$ cat config.mk
export PLATFORM = sky130hd
export DESIGN_NAME = sql_statement_splitter_core
export DESIGN_NICKNAME = d
export VERILOG_FILES = /design/src/rtl/sss_pkg.sv /design/src/rtl/sss_judge.sv /design/src/rtl/sss_res_queue.sv /design/src/rtl/sql_statement_splitter_core.sv
export SDC_FILE = /design/constraint.sdc
export NUM_CORES = 1
export LEC_CHECK = 0
export BUFFER_PORTS_ARGS = -buffer_cell sky130_fd_sc_hd__buf_2
export CORE_ASPECT_RATIO = 0.75
export CORE_UTILIZATION = 45
export DETAILED_ROUTE_END_ITERATION = 8
export PLACE_DENSITY = 0.7
export SETUP_SLACK_MARGIN = 0.1
export SYNTH_ARGS = -nofsm -noshare
export SYNTH_HDL_FRONTEND = slang
export SYNTH_HIERARCHICAL = 1
export SYNTH_SLANG_ARGS = --single-unit
export TNS_END_PERCENT = 50
$ cat constraint.sdc
create_clock -name clk -period 4.75 [get_ports clk]
set_clock_uncertainty 0.05 [all_clocks]
set_input_delay 0.95 -clock clk [delete_from_list [all_inputs] [get_ports clk]]
set_output_delay 0.95 -clock clk [all_outputs]
set_load 0.03 [all_outputs]
$ cat src/rtl/sss_pkg.sv
// Shared types and constants for the SQL statement splitter.
// Used by sss_judge, sss_res_queue and sql_statement_splitter_core.
package sss_pkg;

	// Characters that drive the scan rules
	localparam logic [7:0] CH_BSLASH = 8'h5C;
	localparam logic [7:0] CH_SEMI   = 8'h3B;
	localparam logic [7:0] CH_STAR   = 8'h2A;
	localparam logic [7:0] CH_DASH   = 8'h2D;
	localparam logic [7:0] CH_SLASH  = 8'h2F;
	localparam logic [7:0] CH_LF     = 8'h0A;
	localparam logic [7:0] CH_CR     = 8'h0D;
	localparam logic [7:0] CH_SPACE  = 8'h20;
	localparam logic [7:0] CH_TAB    = 8'h09;
	localparam logic [7:0] CH_SQUOTE = 8'h27;
	localparam logic [7:0] CH_DQUOTE = 8'h22;

	// Quote scope codes
	localparam logic [1:0] QS_OUT    = 2'd0;
	localparam logic [1:0] QS_SINGLE = 2'd1;
	localparam logic [1:0] QS_DOUBLE = 2'd2;

	// Comment scope codes
	localparam logic [1:0] CS_NONE  = 2'd0;
	localparam logic [1:0] CS_LINE  = 2'd1;
	localparam logic [1:0] CS_BLOCK = 2'd2;

	// Results one item can cause: two judged bytes and a status
	localparam int RES_DEPTH = 3;
	localparam int RES_CNT_W = $clog2(RES_DEPTH + 1);

	// Scan state carried from byte to byte
	typedef struct packed {
		logic [7:0] prev_byte;
		logic       prev_valid;
		logic [1:0] quote;
		logic [1:0] comment;
		logic       tail_nonblank;
	} scan_t;

	localparam scan_t SCAN_RESET = '{
		prev_byte:     8'h00,
		prev_valid:    1'b0,
		quote:         QS_OUT,
		comment:       CS_NONE,
		tail_nonblank: 1'b0
	};

	// One result item
	typedef struct packed {
		logic       has_byte;
		logic [7:0] out_byte;
		logic       statement_end;
		logic       script_end;
		logic       tail_kept;
		logic       open_quote_error;
		logic       run_last;
	} res_t;

endpackage

$ cat src/rtl/sss_judge.sv
// Judges one script byte against the scan state and a one-byte lookahead.
// Purely combinational; depends on sss_pkg.
module sss_judge (
	input  sss_pkg::scan_t st_in,
	input  logic [7:0]     c,
	input  logic           nx_valid,
	input  logic [7:0]     nx,
	output sss_pkg::scan_t st_out,
	output logic           emit,
	output sss_pkg::res_t  res
);

	logic       star_prev;
	logic       bslash_prev;
	logic [1:0] qn;

	assign star_prev   = st_in.prev_valid && (st_in.prev_byte == sss_pkg::CH_STAR);
	assign bslash_prev = st_in.prev_valid && (st_in.prev_byte == sss_pkg::CH_BSLASH);

	// Rules in priority order: newline, comment close/open, drop, dash-dash, quotes
	always_comb begin
		st_out            = st_in;
		st_out.prev_byte  = c;
		st_out.prev_valid = 1'b1;
		emit              = 1'b0;
		qn                = st_in.quote;
		res               = '0;
		res.has_byte      = 1'b1;
		res.out_byte      = c;
		if (c == sss_pkg::CH_CR || c == sss_pkg::CH_LF) begin
			if (st_in.comment == sss_pkg::CS_LINE) begin
				st_out.comment = sss_pkg::CS_NONE;
			end
			if (c == sss_pkg::CH_LF) begin
				emit         = 1'b1;
				res.out_byte = sss_pkg::CH_SPACE;
			end
		end else if (c == sss_pkg::CH_SLASH && st_in.comment == sss_pkg::CS_BLOCK
				&& star_prev) begin
			st_out.comment = sss_pkg::CS_NONE;
		end else if (c == sss_pkg::CH_SLASH && nx_valid && st_in.quote == sss_pkg::QS_OUT
				&& nx == sss_pkg::CH_STAR) begin
			st_out.comment = sss_pkg::CS_BLOCK;
		end else if (st_in.comment != sss_pkg::CS_NONE) begin
			// inside a comment: dropped
		end else if (c == sss_pkg::CH_DASH && nx_valid && st_in.quote == sss_pkg::QS_OUT
				&& nx == sss_pkg::CH_DASH) begin
			st_out.comment = sss_pkg::CS_LINE;
		end else begin
			// quote scope tracking, escaped close keeps the scope
			if (c == sss_pkg::CH_SQUOTE) begin
				if (st_in.quote == sss_pkg::QS_OUT) begin
					qn = sss_pkg::QS_SINGLE;
				end else if (st_in.quote == sss_pkg::QS_SINGLE && !bslash_prev) begin
					qn = sss_pkg::QS_OUT;
				end
			end else if (c == sss_pkg::CH_DQUOTE) begin
				if (st_in.quote == sss_pkg::QS_OUT) begin
					qn = sss_pkg::QS_DOUBLE;
				end else if (st_in.quote == sss_pkg::QS_DOUBLE && !bslash_prev) begin
					qn = sss_pkg::QS_OUT;
				end
			end
			st_out.quote = qn;
			res.statement_end = (c == sss_pkg::CH_SEMI) && (qn == sss_pkg::QS_OUT);
			if (res.statement_end) begin
				st_out.tail_nonblank = 1'b0;
			end else if (c != sss_pkg::CH_SPACE && c != sss_pkg::CH_TAB) begin
				st_out.tail_nonblank = 1'b1;
			end
			emit = 1'b1;
		end
	end

endmodule

$ cat src/rtl/sss_res_queue.sv
// Result queue: takes up to three results of one item, hands them out in order.
// Depends on sss_pkg.
module sss_res_queue (
	input  logic          clk,
	input  logic          arst_n,
	input  logic          ld,
	input  logic [sss_pkg::RES_DEPTH-1:0] ld_vld,
	input  sss_pkg::res_t ld_res [sss_pkg::RES_DEPTH],
	output logic          free,
	output logic          out_valid,
	input  logic          out_ready,
	output sss_pkg::res_t out_res
);

	sss_pkg::res_t                 ents_q [sss_pkg::RES_DEPTH];
	sss_pkg::res_t                 ld_ents [sss_pkg::RES_DEPTH];
	logic [sss_pkg::RES_CNT_W-1:0] count_q;
	logic [sss_pkg::RES_CNT_W-1:0] ld_cnt;
	logic                          pop;

	assign out_valid = (count_q != '0);
	assign out_res   = ents_q[0];
	assign pop       = out_valid && out_ready;
	assign free      = (count_q == '0)
		|| (count_q == sss_pkg::RES_CNT_W'(1) && pop);

	// Pack the valid results to the front
	always_comb begin
		ld_ents = ents_q;
		ld_cnt  = '0;
		for (int i = 0; i < sss_pkg::RES_DEPTH; i++) begin
			if (ld_vld[i]) begin
				ld_ents[ld_cnt[$clog2(sss_pkg::RES_DEPTH)-1:0]] = ld_res[i];
				ld_cnt = ld_cnt + 1'b1;
			end
		end
	end

	// Fill level
	always_ff @(posedge clk or negedge arst_n) begin
		if (!arst_n) begin
			count_q <= '0;
		end else if (ld) begin
			count_q <= ld_cnt;
		end else if (pop) begin
			count_q <= count_q - 1'b1;
		end
	end

	// Entries: load whole, shift down on each handout
	always_ff @(posedge clk) begin
		if (ld) begin
			ents_q <= ld_ents;
		end else if (pop) begin
			for (int i = 0; i < sss_pkg::RES_DEPTH - 1; i++) begin
				ents_q[i] <= ents_q[i+1];
			end
		end
	end

	a_count_range: assert property (@(posedge clk) disable iff (!arst_n)
		count_q <= sss_pkg::RES_CNT_W'(sss_pkg::RES_DEPTH))
		else $error("result queue over-full");

	a_load_when_free: assert property (@(posedge clk) disable iff (!arst_n)
		ld |-> free)
		else $error("result queue loaded while holding undelivered results");

endmodule

$ cat src/rtl/sql_statement_splitter_core.sv
// SQL statement splitter top: input register, byte judge, result queue.
// Order: the results of an item are registered in the result queue when it leaves
// the input register; a byte is judged when the next byte (its lookahead) arrives.
// Throughput: one item per cycle while m accepts each result; a final item yields
// up to three, handed out one per cycle by the result queue, stalling input meanwhile.
// Reset (arst_n low, asynchronous): scan state, input and queue valids cleared.
module sql_statement_splitter_core (
	input  logic        clk,
	input  logic        arst_n,
	input  logic        s_tvalid,
	output logic        s_tready,
	input  logic [7:0]  s_tdata,   // [7:0] in_byte
	input  logic        s_tlast,   // in_last
	output logic        m_tvalid,
	input  logic        m_tready,
	output logic [15:0] m_tdata,   // [7:0] out_byte, [8] statement_end,
	                               // [9] tail_kept, [10] open_quote_error
	output logic [1:0]  m_tuser,   // [0] has_byte, [1] script_end
	output logic        m_tlast    // run_last
);

	// Input register
	logic       valid_s1;
	logic [7:0] byte_s1;
	logic       last_s1;

	// Scan state
	logic           held_valid_q;
	logic [7:0]     held_byte_q;
	sss_pkg::scan_t st_q;

	sss_pkg::scan_t st_a, st_b;
	sss_pkg::scan_t j0_st, j1_st;
	logic           j0_emit, j1_emit;
	sss_pkg::res_t  j0_res, j1_res;

	logic                          q_free;
	logic                          xfer;
	logic [sss_pkg::RES_DEPTH-1:0] ld_vld;
	sss_pkg::res_t                 ld_res [sss_pkg::RES_DEPTH];
	sss_pkg::res_t                 out_res;

	assign xfer     = valid_s1 && q_free;
	assign s_tready = !valid_s1 || xfer;

	// Input register
	always_ff @(posedge clk or negedge arst_n) begin
		if (!arst_n) begin
			valid_s1 <= 1'b0;
		end else if (s_tready) begin
			valid_s1 <= s_tvalid;
		end
	end

	always_ff @(posedge clk) begin
		if (s_tready && s_tvalid) begin
			byte_s1 <= s_tdata;
			last_s1 <= s_tlast;
		end
	end

	// Held byte, judged with the incoming byte as lookahead
	sss_judge u_judge_held (
		.st_in    (st_q),
		.c        (held_byte_q),
		.nx_valid (1'b1),
		.nx       (byte_s1),
		.st_out   (j0_st),
		.emit     (j0_emit),
		.res      (j0_res)
	);

	assign st_a = held_valid_q ? j0_st : st_q;

	// Final byte, judged with no lookahead
	sss_judge u_judge_last (
		.st_in    (st_a),
		.c        (byte_s1),
		.nx_valid (1'b0),
		.nx       (8'h00),
		.st_out   (j1_st),
		.emit     (j1_emit),
		.res      (j1_res)
	);

	assign st_b = j1_st;

	// Result set of the item in the input register
	always_comb begin
		ld_vld[0] = held_valid_q && j0_emit;
		ld_vld[1] = last_s1 && j1_emit;
		ld_vld[2] = last_s1;
		ld_res[0] = j0_res;
		ld_res[0].run_last = !last_s1;
		ld_res[1] = j1_res;
		ld_res[2] = '0;
		ld_res[2].script_end       = 1'b1;
		ld_res[2].tail_kept        = st_b.tail_nonblank;
		ld_res[2].open_quote_error = (st_b.quote != sss_pkg::QS_OUT);
		ld_res[2].run_last         = 1'b1;
	end

	// Scan state update; a final byte returns everything to reset
	always_ff @(posedge clk or negedge arst_n) begin
		if (!arst_n) begin
			held_valid_q <= 1'b0;
			held_byte_q  <= 8'h00;
			st_q         <= sss_pkg::SCAN_RESET;
		end else if (xfer) begin
			if (last_s1) begin
				held_valid_q <= 1'b0;
				held_byte_q  <= 8'h00;
				st_q         <= sss_pkg::SCAN_RESET;
			end else begin
				held_valid_q <= 1'b1;
				held_byte_q  <= byte_s1;
				st_q         <= st_a;
			end
		end
	end

	sss_res_queue u_res_queue (
		.clk       (clk),
		.arst_n    (arst_n),
		.ld        (xfer),
		.ld_vld    (ld_vld),
		.ld_res    (ld_res),
		.free      (q_free),
		.out_valid (m_tvalid),
		.out_ready (m_tready),
		.out_res   (out_res)
	);

	// Output packing
	assign m_tdata = {5'b0, out_res.open_quote_error, out_res.tail_kept,
		out_res.statement_end, out_res.out_byte};
	assign m_tuser = {out_res.script_end, out_res.has_byte};
	assign m_tlast = out_res.run_last;

	a_status_closes_run: assert property (@(posedge clk) disable iff (!arst_n)
		m_tvalid && m_tuser[1] |-> m_tlast && !m_tuser[0])
		else $error("status result not last of its run or carries a byte");

	a_final_clears_hold: assert property (@(posedge clk) disable iff (!arst_n)
		xfer && last_s1 |=> !held_valid_q && st_q == sss_pkg::SCAN_RESET)
		else $error("scan state not cleared after final byte");

	a_nonfinal_holds: assert property (@(posedge clk) disable iff (!arst_n)
		xfer && !last_s1 |=> held_valid_q && held_byte_q == $past(byte_s1))
		else $error("byte not held for lookahead");

	a_empty_ready: assert property (@(posedge clk) disable iff (!arst_n)
		!valid_s1 |-> s_tready)
		else $error("input stalled with empty input register");

endmodule

# After elaboration in Yosys (flattened, before gate mapping)

Cells that the tools add are included.

Multiplexer cells: 85
Equality and inequality tests: 31
Reductions and logical operators: 46
Order comparisons: 4
$add $sub $neg: 3
Bitwise operators: 2

Operators with widths:

| kind                                                | count |
|---|---|
| equality test 8 x 6 -> 1 bit, second input constant | 13 |
| bitwise mux 42 bit                                  | 2 |
| 2-to-1 mux 42 bit                                   | 2 |
| 2-to-1 mux 14 bit                                   | 5 |
| 2-to-1 mux 2 bit                                    | 35 |
| demux 14 bit (select 2 bit)                         | 2 |
| 2-to-1 mux 28 bit                                   | 2 |
| 2-to-1 mux 8 bit                                    | 5 |
| equality test 8 x 4 -> 1 bit, second input constant | 4 |
| 2-to-1 mux 1 bit                                    | 30 |
| logical AND 1 bit                                   | 28 |
| equality test 8 x 7 -> 1 bit, second input constant | 2 |
| != test 8 x 4 -> 1 bit, second input constant       | 2 |
| != test 8 x 6 -> 1 bit, second input constant       | 2 |
| logical NOT 2 bit                                   | 5 |
| 2-to-1 mux 5 bit                                    | 2 |
| nonzero test 2 bit                                  | 5 |
| equality test 2 x 1 -> 1 bit, second input constant | 4 |
| equality test 2 bit, second input constant          | 4 |
| >= comparator 3 bit, second input constant          | 2 |
| < comparator 3 x 1 -> 1 bit, second input constant  | 2 |
| logical NOT 1 bit                                   | 4 |
| logical OR 1 bit                                    | 4 |
| inverter 1 -> 3 bit                                 | 1 |
| other kinds (4)                                     | 4 |

Input bits: 13
Word-level logic and storage cells: 203
Bits in registers: 77
Output and inout bits: 21

# Depth between registers and ports, before layout

Gate-level depths: netlist of the first run.

Depth after elaboration: 43
Gate-level depth with buffers: 21
Depth with buffers taken out: 18

# Modules after synthesis

Netlist of the first run, hierarchy kept.

By module, submodules not included:

| module                      | area each (um^2) | cells each | instances | seq. area each (um^2) |
|---|---|---|---|---|
| sss_res_queue               | 2700.1           | 231        | 1         | 1311.3 |
| sql_statement_splitter_core | 1799.2           | 166        | 1         | 870.8 |
| sss_judge                   | 578.1            | 77         | 2         | 0.0 |

# Worst setup path after synthesis of the first run

OpenSTA, ideal clock, no wires.

Kind: register to register
Start point: reg byte_s1[7]
End point: reg u_res_queue/ents_q[18] (netlist name) (data pin)
Slack: 0.943 ns
Stages on the path, launching flop included: 22
Setup time: 0.163 ns
Clock period less this slack: 3.807 ns
Data required time: 4.537 ns
Arrival: 3.594 ns
Path through: edfxtp_1 > nor4b_1 > nand4_2 > nor2_1 > nor2_1 > a21oi_1 > nand2_1 > o21ai_0 > nor4bb_1 > and4_2 > a21oi_2 > nand2_1 > nand2_1 > and2_1 > buf_6 > buf_12 > inv_1 > ha_1 > nand2_1 > nand2_1 > buf_2 > o221ai_1

RTL lines:

| element                         | line                              | RTL |
|---|---|---|
| from (decl)                     | sql_statement_splitter_core.sv:24 | `logic [7:0] byte_s1;` |
| from (signal assigned)          | sql_statement_splitter_core.sv:57 | `byte_s1 <= s_tdata;` |
| to (signal assigned)            | sss_res_queue.sv:53               | `ents_q <= ld_ents;` |
| to (signal, indexed assignment) | sss_res_queue.sv:56               | `ents_q[i] <= ents_q[i+1];` |
| to (decl)                       | sss_res_queue.sv:15               | `sss_pkg::res_t ents_q [sss_pkg::RES_DEPTH];` |

==> impl_metrics.yaml, run 1 <==
run_status:
  status: "completed"
synthesis:
  synth_area_sq_um: 5550
  synth.avg_cell_area_sq_um: 10.4
  syn_inst: 535
  yosys_warnings: 6
critical_path:
  crit_family: "simple AND/OR/NAND/NOR gates"
  crit_required_ns: 4.77
  crit_buf_inv: 1
  r2r_slack_ns: 0.59
  path_cells: "nor4b_1 > nand4_2 > nor2_1 > nor2_1 > a21oi_1 > nand2_1 > o21ai_0 > nor4bb_1 > and4_2 > a21oi_2 > nand2_1 > nand2_1 > and2_1 > buf_4 > nand2_2 > mux2i_1 > o221ai_1"
  arrival_ns: 4.18
  critPathKind: "flip-flop to flip-flop"
  crit_slowest_cell: "edfxtp_1"
  cp-start-kind: "flip-flop"
  reg2reg_from: "byte_s1[7]"
  cp_max_fo: 14
  cp_common_cell: "nand2_1"
  crit_cells: 17
  end_kind: "flip-flop"
  reg2reg_depth: 17
  slowest_delay_ns: 0.52
  worstReg2RegEnd: "u_res_queue/ents_q[22]"
finish:
  n_antenna_cell: 0
  fin_cells: 725
  nets: 577
  layout-drive-gt1-share: 0.234
  area_growth_pct: 8.03
drt:
  firstDrtPassIters: 5
  vias_per_cell: 5.72
  first_iter_violations: 506
  antenna_left: 0
  wire_per_inst_um: 18.5
  wl_um: 13400
  vias: 4146
  drc: 0
clock_network:
  h-tree-depth: 3
  post_cts_resized: 0
  ctsHoldBuffers: 0
  root_buffer: "clkbuf_16"
  numCtsBuffers: 9
  clkSinkCount: 77
  cts_tree: "done"
  clockBufferDepth: 2
  cts_setup_buffers: 0
  clkLatencyLatePin_ns: 0.35
  clk_pin_slew_ns: 0.07
sta:
  setup_viol: 0
  setup_total_negative_slack_ns: 0
  maxSlewViolCount: 0
  relSlewSlack: 0.402
  tightest_slew_ns: 0.895
  hold_violations: 0
  rsz0062_at_grt: "false"
  fin_ws_ns: 0.591
  fin_crit_ns: 4.16
  period_share: 0.875
  fmaxAchievable_ghz: 0.240
pwr:
  fin_total_pwr_uw: 4330
  peakVddDrop_v: 0.000452
  p_leak_uw: 0.00257
  p_per_area_nw_per_um2: 722
place:
  place_ws_ns: 0.594
  place_inst: 709
  hpwl_um: 9140
  gp_congestion: 0.892
  port_buffers: 28
global_routing:
  overflow: 0
  grt_pass1_vias: 3913
  track_usage: 0.223
  grt_max_degree: 47
  antenna_found_initial: 0
  grt_pass1_wl_um: 21500
hold_path:
  holdPathStages: 2
  hp-class: "flip-flop to flip-flop"
  hold_start: "u_res_queue/ents_q[11]"
  hold-path-endpoint: "u_res_queue/ents_q[25]"
job:
  cap_violations: 0
die:
  num_io_pins: 34
  dieWidth_um: 130
  start_util: 0.471
  dieArea_sq_um: 12800
  core_area_sq_um: 11800
  num_rows: 34
  die_h_um: 98.2
-- routing by layer --
metal | up-vias | part of all wire | global-route usage
met4 | 0 | 0.013 | 0.0581
li1 | 1948 | - | -
met1 | 2009 | 0.48 | 0.341
met5 | - | 0 | 0
met2 | 175 | 0.42 | 0.311
met3 | 14 | 0.083 | 0.0515
-- layout make-up --
class / instances / area (sq um)
multi-input cells: 403 / 2930
well taps: 162 / 203
clock inverters: 6 / 93.8
inverters: 24 / 90.1
repair buffers: 43 / 253
flip-flops and latches: 77 / 2180
clock buffers: 10 / 239
fillers: 1053 / 5790
-- metrics by stage --
step	instance area, sq um	utilization	hold slack, ns
detailed placement	5660	0.480	0.473
global route	5990	0.509	0.506
floorplan	5730	-	0.457
CTS	5990	0.508	0.488
finish	5990	0.509	0.491
global placement	5660	0.480	0.468
-- sequential cells by signal, summed over array words and instances, names as in the netlist --
signal	flops
byte_s1	8
last_s1	1
u_res_queue/ents_q	28
u_res_queue/count_q	2
st_q	14
held_valid_q	1
u_res_queue/out_res	14
valid_s1	1
held_byte_q	8
-- worst register-to-register path, cell delays in order (launching register included) --
cell and delay (ns):
edfxtp_1 0.52, nor4b_1 0.45, nand4_2 0.18, nor2_1 0.19
nor2_1 0.06, a21oi_1 0.20, nand2_1 0.07, o21ai_0 0.11
nor4bb_1 0.28, and4_2 0.26, a21oi_2 0.08, nand2_1 0.07
nand2_1 0.05, and2_1 0.25, buf_4 0.25, nand2_2 0.40
mux2i_1 0.29, o221ai_1 0.13
-- worst max path at each step --
stage / endpoint / from / slack (ns)
finish: u_res_queue/ents_q[22] / byte_s1[7] / 0.59
global route: u_res_queue/ents_q[19] / byte_s1[7] / 0.26
CTS: u_res_queue/out_res[12] / byte_s1[7] / 0.56
detailed placement: u_res_queue/out_res[12] / byte_s1[7] / 0.59
global placement: u_res_queue/out_res[12] / byte_s1[7] / 0.64
floorplan: u_res_queue/ents_q[18] / byte_s1[7] / 1.07
-- cells in the final DEF, fill, tap and decap left out, types with 15 or more instances in the layout --
cell      instances
o21ai_0          22
mux2_2           15
nand2_1          55
mux2i_1          28
buf_4            15
and3_1           17
inv_1            23
o221ai_1         18
edfxtp_1         51
conb_1           53
buf_2            28
dfrtp_1          26
-- report_power, final --
part	internal, uW	switching [uW]
clock network	479	297
logic	886	1340
registers	1080	248
total	2440	1890
(Power assumes the default switching activity.)
==> run 2, diff against run 1 <==
==> constraint.sdc (replaced) <==
create_clock -name clk -period 5.1 [get_ports clk]
set_clock_uncertainty 0.05 [all_clocks]
set_input_delay 1.02 -clock clk [delete_from_list [all_inputs] [get_ports clk]]
set_output_delay 1.02 -clock clk [all_outputs]
set_load 0.03 [all_outputs]
==> run 2 against run 1 <==
  * Sequential share of layout area rose by 0.67 points
  * Count of clock-buffer cells in the layout did not move
  * Critical path depth fell by 1
  * Register-to-register slack improved by 0.11 ns
  * Non-clock buffer count fell by 5
  * Die area did not move
  * Total power fell by 11%
  * Combinational power fell by 9.4%
  * Via count fell by 1.9%
  * Critical endpoint is now u_res_queue/ents_q[7]
  * Largest cell class unchanged
==> impl_metrics.yaml, run 2 (synthesis gave the netlist of run 1 again) <==
sta:
  rsz0062_at_grt: "false"
  setup_viol: 0
  maxSlewViolCount: 0
  hold_violations: 0
  tightest_slew_ns: 0.861
  fmaxAchievable_ghz: 0.227
  worst_hold_slack_ns: 0.480
  setup_total_negative_slack_ns: 0
  fin_crit_ns: 4.40
  period_share: 0.862
  relSlewSlack: 0.426
drt:
  wire_per_inst_um: 18.4
  first_iter_violations: 318
  drc: 0
  vias: 4069
  wl_um: 13300
  antenna_left: 0
  firstDrtPassIters: 4
  vias_per_cell: 5.65
clock_network:
  numCtsBuffers: 9
  clkLatencyLatePin_ns: 0.34
  root_buffer: "clkbuf_16"
  clockBufferDepth: 2
  cts_setup_buffers: 0
  clk_pin_slew_ns: 0.06
  post_cts_resized: 0
  h-tree-depth: 3
  ctsHoldBuffers: 0
  cts_tree: "done"
  clkSinkCount: 77
finish:
  largest_reg_flops: 28
  n_antenna_cell: 0
  layout-drive-gt1-share: 0.219
  area_growth_pct: 6.09
  nets: 572
  final_common_cell: "nand2_1"
  final_cell_mix: "nand2_1, conb_1, edfxtp_1"
  regMostFlops: "u_res_queue/ents_q"
  fin_cells: 720
die:
  start_util: 0.471
  num_io_pins: 34
  core_area_sq_um: 11800
  die_h_um: 98.2
  dieArea_sq_um: 12800
  num_rows: 34
  dieWidth_um: 130
pwr:
  p_int_uw: 2150
  p_leak_uw: 0.00252
  p_sw_frac: 0.445
  pwr-share-clk: 0.152
  p_seq_frac: 0.327
  combPwrFrac: 0.520
  p_switching_uw: 1720
  peakVddDrop_v: 0.000500
  p_per_area_nw_per_um2: 658
place:
  place_inst: 704
  hpwl_um: 9070
  port_buffers: 28
  gp_congestion: 0.870
job:
  cap_violations: 0
global_routing:
  overflow: 0
  antenna_found_initial: 0
  track_usage: 0.223
  grt_max_degree: 47
  grt_pass1_vias: 3964
  grt_pass1_wl_um: 21600
hold_path:
  hp-class: "flip-flop to flip-flop"
critical_path:
  arrival_ns: 4.32
  cp-start-kind: "flip-flop"
  critPathKind: "flip-flop to flip-flop"
  end_kind: "flip-flop"
  crit_required_ns: 5.02
  cp_max_fo: 17
  r2r_slack_ns: 0.70
run_status:
  status: "completed"
run 2: cell count changes in the layout (fill, tap and decap cells not counted):
cell / previous run / this run
clkinv_2: 0 / 2
inv_6: 2 / 0
clkinv_1: 0 / 3
nand2_1: 55 / 57
bufinv_16: 2 / 0
buf_4: 15 / 10
clkinv_4: 1 / 0
nand2_2: 3 / 1
run 2: power groups by stage:
stage	combinational [uW]	clock, uW	sequential (uW)
6_report	2020	590	1270
5_1_grt	2190	620	1300
4_1_cts	2000	596	1260
3_5_place_dp	1990	0	1270
3_3_place_gp	1950	0	1250
2_1_floorplan	1770	0	1150
run 2: per-layer routing:
metal  GRT usage  up-vias  share of wire
li1            -     1932              -
met1       0.341     1968           0.47
met2       0.315      154           0.44
met3      0.0466       15          0.077
met4      0.0608        0          0.012
met5           0        -              0
run 2: final cells by class:
type                    instances  area (sq um)
inverters                      24          90.1
multi-input cells             403          2930
clock buffers                  10           239
well taps                     162           203
clock inverters                 6          28.8
flip-flops and latches         77          2180
repair buffers                 38           215
fillers                      1081          5900
run 2: critical path: stages (launching register included):
cell,delay (ns)
edfxtp_1,0.52
nor4b_1,0.48
nand4_2,0.19
nor3_1,0.19
a31oi_1,0.06
nand2_1,0.10
nand2_1,0.05
o21ai_0,0.15
nor4bb_1,0.10
and4_2,0.24
a21oi_2,0.21
nand2_1,0.09
nand2_1,0.07
and2_1,0.14
buf_4,0.32
ha_1,0.45
and3_1,0.61
run 2: through the flow:
| stage | instance area [sq um] | total power [uW] | utilization | worst slack [ns] |
|---|---|---|---|---|
| after floorplan | 5730 | 2920 | - | 1.42 |
| after global placement | 5620 | 3210 | 0.477 | 0.916 |
| after detailed placement | 5620 | 3260 | 0.477 | 0.829 |
| after CTS | 5890 | 3860 | 0.500 | 0.815 |
| after global routing | 5890 | 4120 | 0.500 | 0.387 |
| final | 5890 | 3870 | 0.500 | 0.704 |
run 2: worst paths after layout:
check / cells after the start / from / endpoint
hold reg to reg: 2 / u_res_queue/ents_q[13] / u_res_queue/ents_q[27]
hold / removal: 2 / u_res_queue/ents_q[13] / u_res_queue/ents_q[27]
min in group asynchronous: 1 / arst_n / st_q[4]
setup reg to reg: 16 / byte_s1[7] / u_res_queue/ents_q[7]
setup / recovery: 16 / byte_s1[7] / u_res_queue/ents_q[7]
max in group asynchronous: 1 / arst_n / held_byte_q[7]
